**src/rtl/core/plsu_pkg.sv**
```systemverilog
// plsu_pkg: shared types and constants of the positional list store unit.
// Holds field widths, request and status codes, and the cell and scanner
// control structs. Depends on nothing.
package plsu_pkg;

  localparam int CAPACITY_DEF = 128;
  localparam int VALUE_W      = 32;
  localparam int POS_W        = 8;
  localparam int REQ_W        = 2;
  localparam int STATUS_W     = 2;
  localparam int FIDX_W       = 7;
  localparam int ECNT_W       = 8;
  localparam int SCAN_GRP     = 8;   // hit flags examined per scan cycle
  localparam int SCAN_ENC_W   = 3;   // bits of an index within one scan group

  localparam logic [REQ_W-1:0] REQ_FIND   = 2'd0;
  localparam logic [REQ_W-1:0] REQ_INSERT = 2'd1;
  localparam logic [REQ_W-1:0] REQ_DELETE = 2'd2;

  typedef enum logic [STATUS_W-1:0] {
    ST_OK       = 2'd0,
    ST_FULL     = 2'd1,
    ST_BADPOS   = 2'd2,
    ST_NOTFOUND = 2'd3
  } status_t;

  typedef enum logic [1:0] {
    CELL_HOLD,
    CELL_INS,
    CELL_DEL
  } cell_op_t;

  typedef struct packed {
    cell_op_t            op;
    logic [VALUE_W-1:0]  value;
  } cell_cmd_t;

  typedef struct packed {
    logic done;
    logic found;
  } scan_stat_t;

endpackage

```
**src/rtl/core/plsu_cell.sv**
```systemverilog
// plsu_cell: one entry of the list row with its neighbor moves and compare.
// Depends on plsu_pkg.
module plsu_cell
  import plsu_pkg::*;
#(
  parameter int INDEX = 0,
  parameter int IW    = 7,
  parameter int CW    = 8
) (
  input  logic                clk,
  input  cell_cmd_t           cmd,
  input  logic [IW-1:0]       slot,
  input  logic [CW-1:0]       count,
  input  logic [VALUE_W-1:0]  left_i,
  input  logic [VALUE_W-1:0]  right_i,
  output logic [VALUE_W-1:0]  data_o,
  output logic                hit_o
);

  localparam logic [IW-1:0] MY_IDX = IW'(INDEX);
  localparam logic [CW-1:0] MY_CNT = CW'(INDEX);

  logic [VALUE_W-1:0] data_r;
  logic [VALUE_W-1:0] data_nxt;

  always_comb begin
    data_nxt = data_r;
    unique case (cmd.op)
      CELL_INS: begin
        // take the neighbor below past the slot, the new value at it
        if (MY_IDX > slot) begin
          data_nxt = left_i;
        end else if (MY_IDX == slot) begin
          data_nxt = cmd.value;
        end
      end
      CELL_DEL: begin
        if (MY_IDX >= slot) begin
          data_nxt = right_i;
        end
      end
      default: data_nxt = data_r;
    endcase
  end

  always_ff @(posedge clk) begin
    data_r <= data_nxt;
  end

  assign data_o = data_r;
  assign hit_o  = (data_r == cmd.value) && (MY_CNT < count);

endmodule

```
**config.mk**
```make
export PLATFORM = sky130hd
export DESIGN_NAME = plsu_cell
export DESIGN_NICKNAME = d
export VERILOG_FILES = /design/src/rtl/core/plsu_pkg.sv /design/src/rtl/core/plsu_cell.sv
export SDC_FILE = /design/constraint.sdc
export NUM_CORES = 1
export LEC_CHECK = 0
export BUFFER_PORTS_ARGS = -buffer_cell sky130_fd_sc_hd__buf_4
export CAP_MARGIN = 20
export CORE_UTILIZATION = 39
export DETAILED_ROUTE_END_ITERATION = 12
export MAX_ROUTING_LAYER = met4
export PLACE_DENSITY = 0.81
export SLEW_MARGIN = 10
export SYNTH_ARGS = -nofsm -noshare
export SYNTH_HDL_FRONTEND = slang
export SYNTH_SLANG_ARGS = --single-unit
```
**constraint.sdc**
```tcl
create_clock -name clk -period 3.25 [get_ports clk]
set_input_delay 0.1625 -clock clk [delete_from_list [all_inputs] [get_ports clk]]
set_output_delay 0.1625 -clock clk [all_outputs]
set_load 0.02 [all_outputs]
```
==> results.json <==
{
  "status": "finished clean",
  "cts_hold_buffers": 0,
  "clock-sinks": 32,
  "fin_setup_tns_ps": 0,
  "postCtsResizedCells": 0,
  "min_to": "data_o[0]",
  "power_density_mw_per_mm2": 455,
  "finish.utilization": 0.641,
  "syn_nets": 238,
  "worst-path-buf-inv": 1,
  "crit_type": "reg -> out",
  "ios": 147,
  "maxSlewViolCount": 0,
  "critPathSlowestCell": "edfxtp_1",
  "netlist_top_cells_area": "edfxtp_1 54%, mux2_2 20%, xor2_1 14%",
  "critical_path.cell_chain": "xor2_1 > nor4_1 > nand4_1 > a2111oi_2 > buf_4",
  "ys_warn_count": 0,
  "ys_types": 16,
  "critical_path.startpoint_type": "flop",
  "drtAntennaViolNets": 0,
  "cts_setup_buffers": 0,
  "placementRows": 24,
  "drive_above_1_share": 0.660,
  "synth_common_cells": "32 x edfxtp_1, 32 x mux2_2, 28 x xor2_1, 7 x nor4_1, 4 x xnor2_1",
  "min_from": "right_i[0]",
  "grt_pass1_wl_um": 6790,
  "finalWeightedCongestion": 0.740,
  "ys_async_sr_fraction": 0,
  "netlist_area_sq_mm": 0.00178,
  "endpoint_kind": "primary output",
  "max_clock_freq_mhz": 475,
  "rsz0062_at_grt": "no",
  "nets": 356,
  "area_delta_synth_final_pct": 57.4,
  "hpwl_um": 3240,
  "synthFlopType": "edfxtp_1",
  "period_share": 0.647,
  "yosysTopAreaCell": "edfxtp_1",
  "cts_max_level": 2,
  "post-route-drc-count": 0,
  "synth_area_per_cell_sq_um": 14.6,
  "vias": 1459,
  "cts_tree": "built",
  "post_drt_wl_per_cell_um": 14.5,
  "routed_wl_um": 4260,
  "cts_buffers": 5,
  "synth_edf_count": 32,
  "clkSlewWorstSetupHoldPaths_ps": 70,
  "cts_root_buffer": "clkbuf_8",
  "period_needed_ps": 2100,
  "critical_path.top_delay_family": "simple AND/OR/NAND/NOR gates",
  "clk_path_buf_depth": 2,
  "die-area_sq_mm": 0.00485,
  "largest_reg_flops": 32,
  "maxCapViolCount": 0,
  "die_height_um": 69.6,
  "grt_usage": 0.187,
  "numPortBuffers": 114,
  "ir_worst_vdd_mv": 0.291,
  "crit_required_ps": 3090,
  "fin_ws_ps": 1150,
  "hold_path.class": "in -> reg",
  "ys_seq_elements": 32,
  "min_path_cells": 2,
  "crit_cells": 5,
  "netlist_instances": 122,
  "n_antenna_cell": 0,
  "yosysTopAreaCellShare": 0.539,
  "path_max_fanout": 2,
  "leakage_nw": 1.20,
  "power_mw": 1.28,
  "drt_iter0_drc": 37,
  "drtPass1Iterations": 4,
  "grt_overflow_total": 0,
  "worstPathArrival_ps": 1940,
  "chipWidth_um": 69.6,
  "setup_violations": 0,
  "initial_utilization": 0.407,
  "relSlewSlack": 0.389,
  "grt_max_degree": 33,
  "antenna_found_initial": 0,
  "core_area_sq_mm": 0.00438,
  "place_ws_ps": 1380,
  "hold_viol": 0,
  "worstMarginPinSlew_ps": 914,
  "grt_pass1_vias": 1521,
  "max_stage_delay_ps": 420,
  "yosysSeqAreaShare": 0.539,
  "routed_via_density": 4.98
}
## how the worst max path moves through the flow
| stage | from | to | slack (ps) |
|---|---|---|---|
| after CTS | data_o[30] | hit_o | 1100 |
| after detailed placement | slot[2] | data_o[13] | 1380 |
| after global routing | data_o[30] | hit_o | 980 |
| after floorplan | cmd[32] | data_o[0] | 620 |
| after global placement | slot[2] | data_o[14] | 1440 |
| final | data_o[12] | hit_o | 1150 |
## stage by stage
step | hold slack, ps | area [sq um] | instances
final | 171 | 2810 | 293
after global routing | 159 | 2810 | 293
after CTS | 160 | 2810 | 293
after detailed placement | 469 | 2700 | 285
after global placement | 465 | 2700 | 285
after floorplan | 382 | 1780 | 122
## cells in the final DEF, fill, tap and decap left out, types with 2 or more instances in the layout
cell type,count
buf_4,115
clkbuf_8,5
edfxtp_1,32
ha_1,2
inv_1,2
mux2_2,32
nand4_1,2
nor4_1,7
nor4_2,3
xnor2_1,4
xor2_1,28
## kinds of logic after synthesis
kind of cell             share of synthesized area
AND/OR/NAND/NOR                             0.0624
multiplexers                                 0.202
XOR/XNOR                                     0.157
adder cells (fa/ha/maj)                     0.0140
buffers and inverters                       0.0147
AO/OA/AOI/OAI                               0.0112
flip-flops                                   0.539
## cell type report
cell class,count,area [sq um]
Tap cell,52,65.1
Fill cell,358,1580
Multi-Input combinational cell,84,805
Timing Repair Buffer,115,863
Clock inverter,2,35.0
Clock buffer,6,72.6
Inverter,2,7.51
Sequential cell,32,961
## report_power, final
group / switching (mW) / internal, mW / total (mW)
clock: 0.154 / 0.227 / 0.382
sequential: 0.0331 / 0.519 / 0.552
combinational: 0.161 / 0.183 / 0.344
## layer usage
layer / up-vias / global-route usage / part of all wire
li1: 694 / - / -
met1: 682 / 0.208 / 0.38
met2: 75 / 0.289 / 0.49
met3: 8 / 0.0756 / 0.11
met4: 0 / 0.0978 / 0.020
met5: - / - / 0
Power figures use the tool's default switching activity.
