$ cat src/rtl/core/plsu_pkg.sv
// plsu_pkg: shared types and constants of the positional list store unit.
// Holds field widths, request and status codes, and the cell and scanner
// control structs. Depends on nothing.
package plsu_pkg;

  localparam int CAPACITY_DEF = 128;
  localparam int VALUE_W      = 32;
  localparam int POS_W        = 8;
  localparam int REQ_W        = 2;
  localparam int STATUS_W     = 2;
  localparam int FIDX_W       = 7;
  localparam int ECNT_W       = 8;
  localparam int SCAN_GRP     = 8;   // hit flags examined per scan cycle
  localparam int SCAN_ENC_W   = 3;   // bits of an index within one scan group

  localparam logic [REQ_W-1:0] REQ_FIND   = 2'd0;
  localparam logic [REQ_W-1:0] REQ_INSERT = 2'd1;
  localparam logic [REQ_W-1:0] REQ_DELETE = 2'd2;

  typedef enum logic [STATUS_W-1:0] {
    ST_OK       = 2'd0,
    ST_FULL     = 2'd1,
    ST_BADPOS   = 2'd2,
    ST_NOTFOUND = 2'd3
  } status_t;

  typedef enum logic [1:0] {
    CELL_HOLD,
    CELL_INS,
    CELL_DEL
  } cell_op_t;

  typedef struct packed {
    cell_op_t            op;
    logic [VALUE_W-1:0]  value;
  } cell_cmd_t;

  typedef struct packed {
    logic done;
    logic found;
  } scan_stat_t;

endpackage

$ cat src/rtl/core/plsu_scan.sv
// plsu_scan: finds the lowest set hit flag, one group of flags per cycle.
// Depends on plsu_pkg.
module plsu_scan
  import plsu_pkg::*;
#(
  parameter int CAPACITY = CAPACITY_DEF,
  parameter int IW       = 7
) (
  input  logic                clk,
  input  logic                rst_n,
  input  logic                start,
  input  logic [CAPACITY-1:0] hits,
  output scan_stat_t          stat,
  output logic [IW-1:0]       idx
);

  localparam int NG   = (CAPACITY + SCAN_GRP - 1) / SCAN_GRP;
  localparam int PADW = NG * SCAN_GRP;
  localparam int LW   = $clog2(NG + 1);
  localparam int SW   = IW + SCAN_ENC_W;

  logic [PADW-1:0]       sh_r;
  logic [IW-1:0]         base_r;
  logic [LW-1:0]         left_r;
  logic                  busy_r;
  logic [SCAN_GRP-1:0]   low;
  logic [SCAN_ENC_W-1:0] enc;
  logic [SW-1:0]         sum;

  assign low = sh_r[SCAN_GRP-1:0];

  always_comb begin
    enc = '0;
    for (int i = SCAN_GRP - 1; i >= 0; i--) begin
      if (low[i]) begin
        enc = SCAN_ENC_W'(i);
      end
    end
  end

  assign sum        = SW'(base_r) + SW'(enc);
  assign idx        = sum[IW-1:0];
  assign stat.found = busy_r && (|low);
  assign stat.done  = busy_r && ((|low) || (left_r == LW'(1)));

  always_ff @(posedge clk) begin
    if (!rst_n) begin
      busy_r <= 1'b0;
    end else if (start) begin
      busy_r <= 1'b1;
      sh_r   <= PADW'(hits);
      base_r <= '0;
      left_r <= LW'(NG);
    end else if (busy_r) begin
      if (stat.done) begin
        busy_r <= 1'b0;
      end else begin
        // advance to the next group
        sh_r   <= sh_r >> SCAN_GRP;
        base_r <= base_r + IW'(SCAN_GRP);
        left_r <= left_r - LW'(1);
      end
    end
  end

endmodule

$ cat config.mk
export PLATFORM = sky130hd
export DESIGN_NAME = plsu_scan
export DESIGN_NICKNAME = d
export VERILOG_FILES = /design/src/rtl/core/plsu_pkg.sv /design/src/rtl/core/plsu_scan.sv
export SDC_FILE = /design/constraint.sdc
export NUM_CORES = 1
export LEC_CHECK = 0
export BUFFER_PORTS_ARGS = -buffer_cell sky130_fd_sc_hd__buf_2
export CAP_MARGIN = 20
export CORE_MARGIN = 2
export CORE_UTILIZATION = 55
export DETAILED_ROUTE_END_ITERATION = 8
export GPL_ROUTABILITY_DRIVEN = 1
export PLACE_DENSITY = 0.88
export SLEW_MARGIN = 20
export SYNTH_ARGS = -nofsm -noshare
export SYNTH_HDL_FRONTEND = slang
export SYNTH_SLANG_ARGS = --single-unit
$ cat constraint.sdc
create_clock -name clk -period 27.3 [get_ports clk]
set_clock_uncertainty 0.1 [all_clocks]
set_input_delay 5.46 -clock clk [delete_from_list [all_inputs] [get_ports clk]]
set_output_delay 5.46 -clock clk [all_outputs]
set_load 0.1 [all_outputs]
==> impl_metrics.ini, run 1 <==
[place]
gp_congestion = 0.706
numPortBuffers = 139
place.detailed.hpwl_microns = 6420
dp_slack_ns = 18.80
dp.cells = 585

[power_and_ir_drop]
clockPowerShare = 0.432
p_int_uw = 405
combPwrFrac = 0.078
ir_drop_mv = 0.0388
power_density_nw_per_um2 = 69.8
pwr-share-seq = 0.490
switching_share = 0.206
p_switching_uw = 105
p_leak_uw = 0.00274

[global_route]
grt_overflow_total = 0
grt_usage = 0.175
antenna_found_initial = 2
grt_max_degree = 83
grt_pass1_wl_microns = 15100
grt_pass1_vias = 3330

[synthesis]
ys.warnings.count = 0
ys_seq_area_frac = 0.700
syn_nets = 456
syn-cell-area_sq_um = 5900
synthCells = 322
synth_cell_types = 26
syn_area_per_cell_sq_um = 18.3
ys_seq_elements = 138

[clock_tree]
cts_made_buffers = 17
postCtsSetupBuffers = 0
clkLatencyLatePin_ns = 0.50
path_clk_slew_ns = 0.06
clock_path_buffers = 2
cts_tree = yes
cts_resized = 0
cts_hold_buf = 0
cts_max_level = 4
cts_root_buf = clkbuf_8
cts.sinks = 138

[drt]
ant_nets = 0
vias = 3218
vias_per_cell = 5.21
drt-initial-drc-count = 135
wl_per_cell_microns = 16.0
dr.pass1.iters = 4
drc = 0
drt-total-wl_microns = 9870

[setup_path]
cp_max_fo = 82
start_kind = input pin
critical_path_class = input pin to register
arrival_ns = 7.95
cp-end-kind = register
cp.required_ns = 27.32

[floorplanning]
die_x_microns = 108
dieHeight_microns = 108
start_util = 0.569
rows = 37
core_sq_um = 10400
num_io_pins = 140
die-area_sq_um = 11600

[timing]
timing.slew.headroom = 0.340
setup_ws_ns = 19.37
tightest_slew_ns = 0.990
fin_tns_setup_ns = 0
period_minus_slack_ns = 7.93
period_share = 0.290
rsz0062_at_grt = no
fmax_ghz = 0.126
slew_violations = 0
finalSetupViolCount = 0
hold_viol_final = 0

[worst_hold_path]
holdCritPathClass = register to register

[layout]
fin_nets = 602
syn_to_final_growth_pct = 23.7
drive_gt1_frac = 0.615
finalNonFillerCells = 618

[run]
drv_cap = 0

[outcome]
status = complete, no violations
-- area by class of cell --
cell class	instances	area, sq um
Fill cell	699	3070
Clock buffer	18	418
Multi-Input combinational cell	165	1690
Inverter	4	15.0
Timing Repair Buffer	142	721
Sequential cell	138	4130
Clock inverter	14	155
Antenna cell	1	2.50
Tap cell	136	170
-- routing by layer --
| layer | GRT usage | vias up | part of all wire |
|---|---|---|---|
| met2 | 0.285 | 124 | 0.49 |
| met1 | 0.202 | 1536 | 0.40 |
| met3 | 0.0872 | 13 | 0.10 |
| li1 | - | 1541 | - |
| met5 | 0 | - | 0.0027 |
| met4 | 0.0568 | 4 | 0.0078 |
-- worst max-delay path: stages --
cell     delay, ns
buf_4         0.66
a41oi_2       0.13
nor2b_4       0.14
buf_4         0.58
buf_4         0.87
-- synth_stat cells, drive strengths merged --
master	instances	area share
nor3	1	0.00085
a221oi	1	0.0015
nor2b	5	0.0053
mux2	120	0.23
edfxtp	137	0.70
o21bai	1	0.0013
nand2b	1	0.0011
ha	3	0.0064
xnor2	4	0.0059
a41oi	1	0.0028
xor2	1	0.0015
nor3b	1	0.0013
nor4	2	0.0057
dfxtp	1	0.0034
inv	4	0.0025
buf	14	0.012
a21oi	1	0.00085
o21ai	1	0.00085
nor2	10	0.0064
and2	8	0.0085
a211oi	1	0.0013
nand3	1	0.00085
clkbuf	1	0.00064
a31oi	1	0.0011
or4b	1	0.0023
-- cell usage in the layout, fill, tap and decap left out, types with 2 or more instances in the layout --
master and count:
and2_1 8, buf_2 138, buf_4 4, bufinv_16 3, clkbuf_16 16, clkinv_1 2
clkinv_2 5, clkinv_4 2, clkinvlp_4 2, edfxtp_1 137, ha_1 3, inv_1 4
mux2_2 120, nor2_1 10, nor2b_1 4, xnor2_1 4
-- flip-flops by register name (all words and copies together), names as in the netlist --
signal / count
sh_r: 128
busy_r: 1
base_r: 4
left_r: 5
-- logic make-up after synthesis --
kind of cell | Yosys count | share of synthesized area
compound gates | 7 | 0.00954
buf+inv | 19 | 0.0151
simple gates | 30 | 0.0322
mux | 120 | 0.229
flops | 138 | 0.700
fa+ha+maj | 3 | 0.00636
xor+xnor | 5 | 0.00742
-- stage by stage --
stage | hold slack [ns] | area (sq um) | util | power (uW)
finish | 0.444 | 7300 | 0.704 | 510
CTS | 0.447 | 7300 | 0.704 | 515
global placement | 0.427 | 6730 | 0.649 | 292
global route | 0.453 | 7300 | 0.704 | 527
floorplan | 0.425 | 5900 | - | 282
detailed placement | 0.434 | 6730 | 0.649 | 294
-- power by group through the flow --
stage               clock, uW  sequential [uW]  combinational (uW)
finish                    220              250                40.0
global route              233              251                43.7
CTS                       225              250                40.6
global placement            0              254                38.6
detailed placement          0              254                40.3
floorplan                   0              257                25.1
-- worst paths after layout --
| check | from | endpoint | slack [ns] | depth (start not counted) |
|---|---|---|---|---|
| max | start | sh_r[40]$_DFFE_PP_ | 19.37 | 5 |
| max reg2reg | sh_r[3]$_DFFE_PP_ | sh_r[40]$_DFFE_PP_ | 23.95 | 5 |
| min | sh_r[83]$_DFFE_PP_ | sh_r[75]$_DFFE_PP_ | 0.44 | 1 |
| min reg2reg | sh_r[83]$_DFFE_PP_ | sh_r[75]$_DFFE_PP_ | 0.44 | 1 |
No activity file was read; power rests on OpenSTA's default activity.
==> run 2, diff against run 1 <==
--- a/config.mk
+++ b/config.mk
@@ -8,10 +8,10 @@
 export BUFFER_PORTS_ARGS = -buffer_cell sky130_fd_sc_hd__buf_2
 export CAP_MARGIN = 20
 export CORE_MARGIN = 2
-export CORE_UTILIZATION = 55
+export CORE_UTILIZATION = 54
 export DETAILED_ROUTE_END_ITERATION = 8
 export GPL_ROUTABILITY_DRIVEN = 1
-export PLACE_DENSITY = 0.88
+export PLACE_DENSITY = 0.86
 export SLEW_MARGIN = 20
 export SYNTH_ARGS = -nofsm -noshare
 export SYNTH_HDL_FRONTEND = slang
==> constraint.sdc (replaced) <==
create_clock -name clk -period 7.5 [get_ports clk]
set_clock_uncertainty 0.1 [all_clocks]
set_input_delay 1.5 -clock clk [delete_from_list [all_inputs] [get_ports clk]]
set_output_delay 1.5 -clock clk [all_outputs]
set_load 0.1 [all_outputs]
==> impl_metrics.ini, run 2 (synthesis results as in run 1) <==
[outcome]
status = complete, no violations

[floorplanning]
dieHeight_microns = 109
core_sq_um = 10700
num_io_pins = 140
die_x_microns = 109
die-area_sq_um = 11800
rows = 38
start_util = 0.549

[drt]
vias = 3218
dr.pass1.iters = 4
wl_per_cell_microns = 15.9
vias_per_cell = 5.18
ant_nets = 0
drc = 0
drt-initial-drc-count = 112
drt-total-wl_microns = 9850

[place]
gp_congestion = 0.677
numPortBuffers = 139
place.detailed.hpwl_microns = 6610

[layout]
drive_gt1_frac = 0.607
top_regs = sh_r (128), left_r (5), base_r (4)
diodes = 0
final_common_cell = buf_2
largest_register_ffs = 128
largest-register = sh_r
fin_nets = 602
syn_to_final_growth_pct = 22.7
fillers = 785
layout_common_cells = buf_2 (138), edfxtp_1 (137), mux2_2 (120)

[clock_tree]
clock_path_buffers = 2
cts_resized = 0
cts_max_level = 4
cts.sinks = 138
cts_root_buf = clkbuf_8
clkLatencyLatePin_ns = 0.51
cts_made_buffers = 17
postCtsSetupBuffers = 0
cts_tree = yes
cts_hold_buf = 0
path_clk_slew_ns = 0.06

[worst_hold_path]
holdCritPathClass = register to register

[setup_path]
cp.required_ns = 5.90
slowest_stage = or4b_4
cpPeakStageDelay_ns = 0.49
critical_path.cell_chain = inv_1 > ha_1 > or4b_4 > a31oi_1 > buf_2
cp-end-kind = output port
arrival_ns = 2.25
start_kind = register
cp_max_fo = 2
critical_path_class = register to output port
cpLargestDelayFamily = buffers and inverters
cp.buffers_inverters = 2

[global_route]
grt_pass1_wl_microns = 15300
grt_overflow_total = 0
grt_usage = 0.176
grt_pass1_vias = 3370
grt_max_degree = 93
antenna_found_initial = 2

[power_and_ir_drop]
p_int_uw = 1400
p_switching_uw = 366
p_leak_uw = 0.00271
switching_share = 0.207
pwr-share-seq = 0.514
power_density_nw_per_um2 = 244
power_uw = 1770
clockPowerShare = 0.404
combPwrFrac = 0.082
ir_drop_mv = 0.164

[timing]
finalSetupViolCount = 0
tightest_slew_ns = 0.826
rsz0062_at_grt = no
hold_viol_final = 0
timing.slew.headroom = 0.449
period_share = 0.513
fmax_ghz = 0.260
fin_tns_setup_ns = 0
period_minus_slack_ns = 3.85
slew_violations = 0

[run]
drv_cap = 0
[run 2: cell types whose count changed in the layout (fill, tap and decap cells not counted), moves of 2 or more]
cell / before / now
clkbuf_1: 1 / 3
clkinv_4: 2 / 0
bufinv_16: 3 / 1
clkinv_1: 2 / 4
[run 2: through the flow]
step / hold slack (ns) / worst slack [ns] / cell area [sq um] / cells / util
2_1_floorplan: 0.425 / 1.61 / 5900 / 322 / -
6_report: 0.443 / 3.65 / 7240 / 621 / 0.674
5_1_grt: 0.451 / 3.59 / 7240 / 621 / 0.674
3_3_place_gp: 0.427 / 3.56 / 6730 / 589 / 0.626
4_1_cts: 0.447 / 3.63 / 7240 / 621 / 0.674
3_5_place_dp: 0.433 / 3.47 / 6730 / 589 / 0.626
[run 2: final cells by class]
type	count	area, sq um	share of cell area
well taps	140	175	0.0242
flip-flops and latches	138	4130	0.571
clock inverters	12	82.6	0.0114
multi-input cells	165	1690	0.233
clock buffers	20	425	0.0587
repair buffers	142	724	0.100
inverters	4	15.0	0.00207
[run 2: worst reg2reg max path: cells and delay by family (launching register included)]
kind	cells	cell delay, ns
simple gates	2	1.14
buf+inv	1	0.76
compound gates	1	0.23
flops	1	0.43
[run 2: power by group through the flow]
stage	combinational, uW	sequential, uW	clock [uW]
2_1_floorplan	91.5	931	0
3_3_place_gp	141	923	0
3_5_place_dp	148	925	0
4_1_cts	149	909	731
5_1_grt	159	912	766
6_report	146	909	714
[run 2: per-layer routing]
| metal | vias to the layer above | global-route usage | share of wire |
|---|---|---|---|
| met5 | - | 0 | 0.0011 |
| met4 | 2 | 0.0659 | 0.012 |
| met3 | 16 | 0.0904 | 0.099 |
| met2 | 113 | 0.279 | 0.46 |
| met1 | 1551 | 0.204 | 0.43 |
| li1 | 1536 | - | - |
[run 2: final timing paths]
kind | start | end | slack (ns) | cells past startpoint
hold / removal | sh_r[26]$_DFFE_PP_ | sh_r[18]$_DFFE_PP_ | 0.44 | 1
setup reg to reg | sh_r[3]$_DFFE_PP_ | sh_r[56]$_DFFE_PP_ | 4.39 | 4
hold reg to reg | sh_r[26]$_DFFE_PP_ | sh_r[18]$_DFFE_PP_ | 0.44 | 1
setup / recovery | left_r[1]$_SDFFCE_PP0P_ | stat[1] | 3.65 | 5
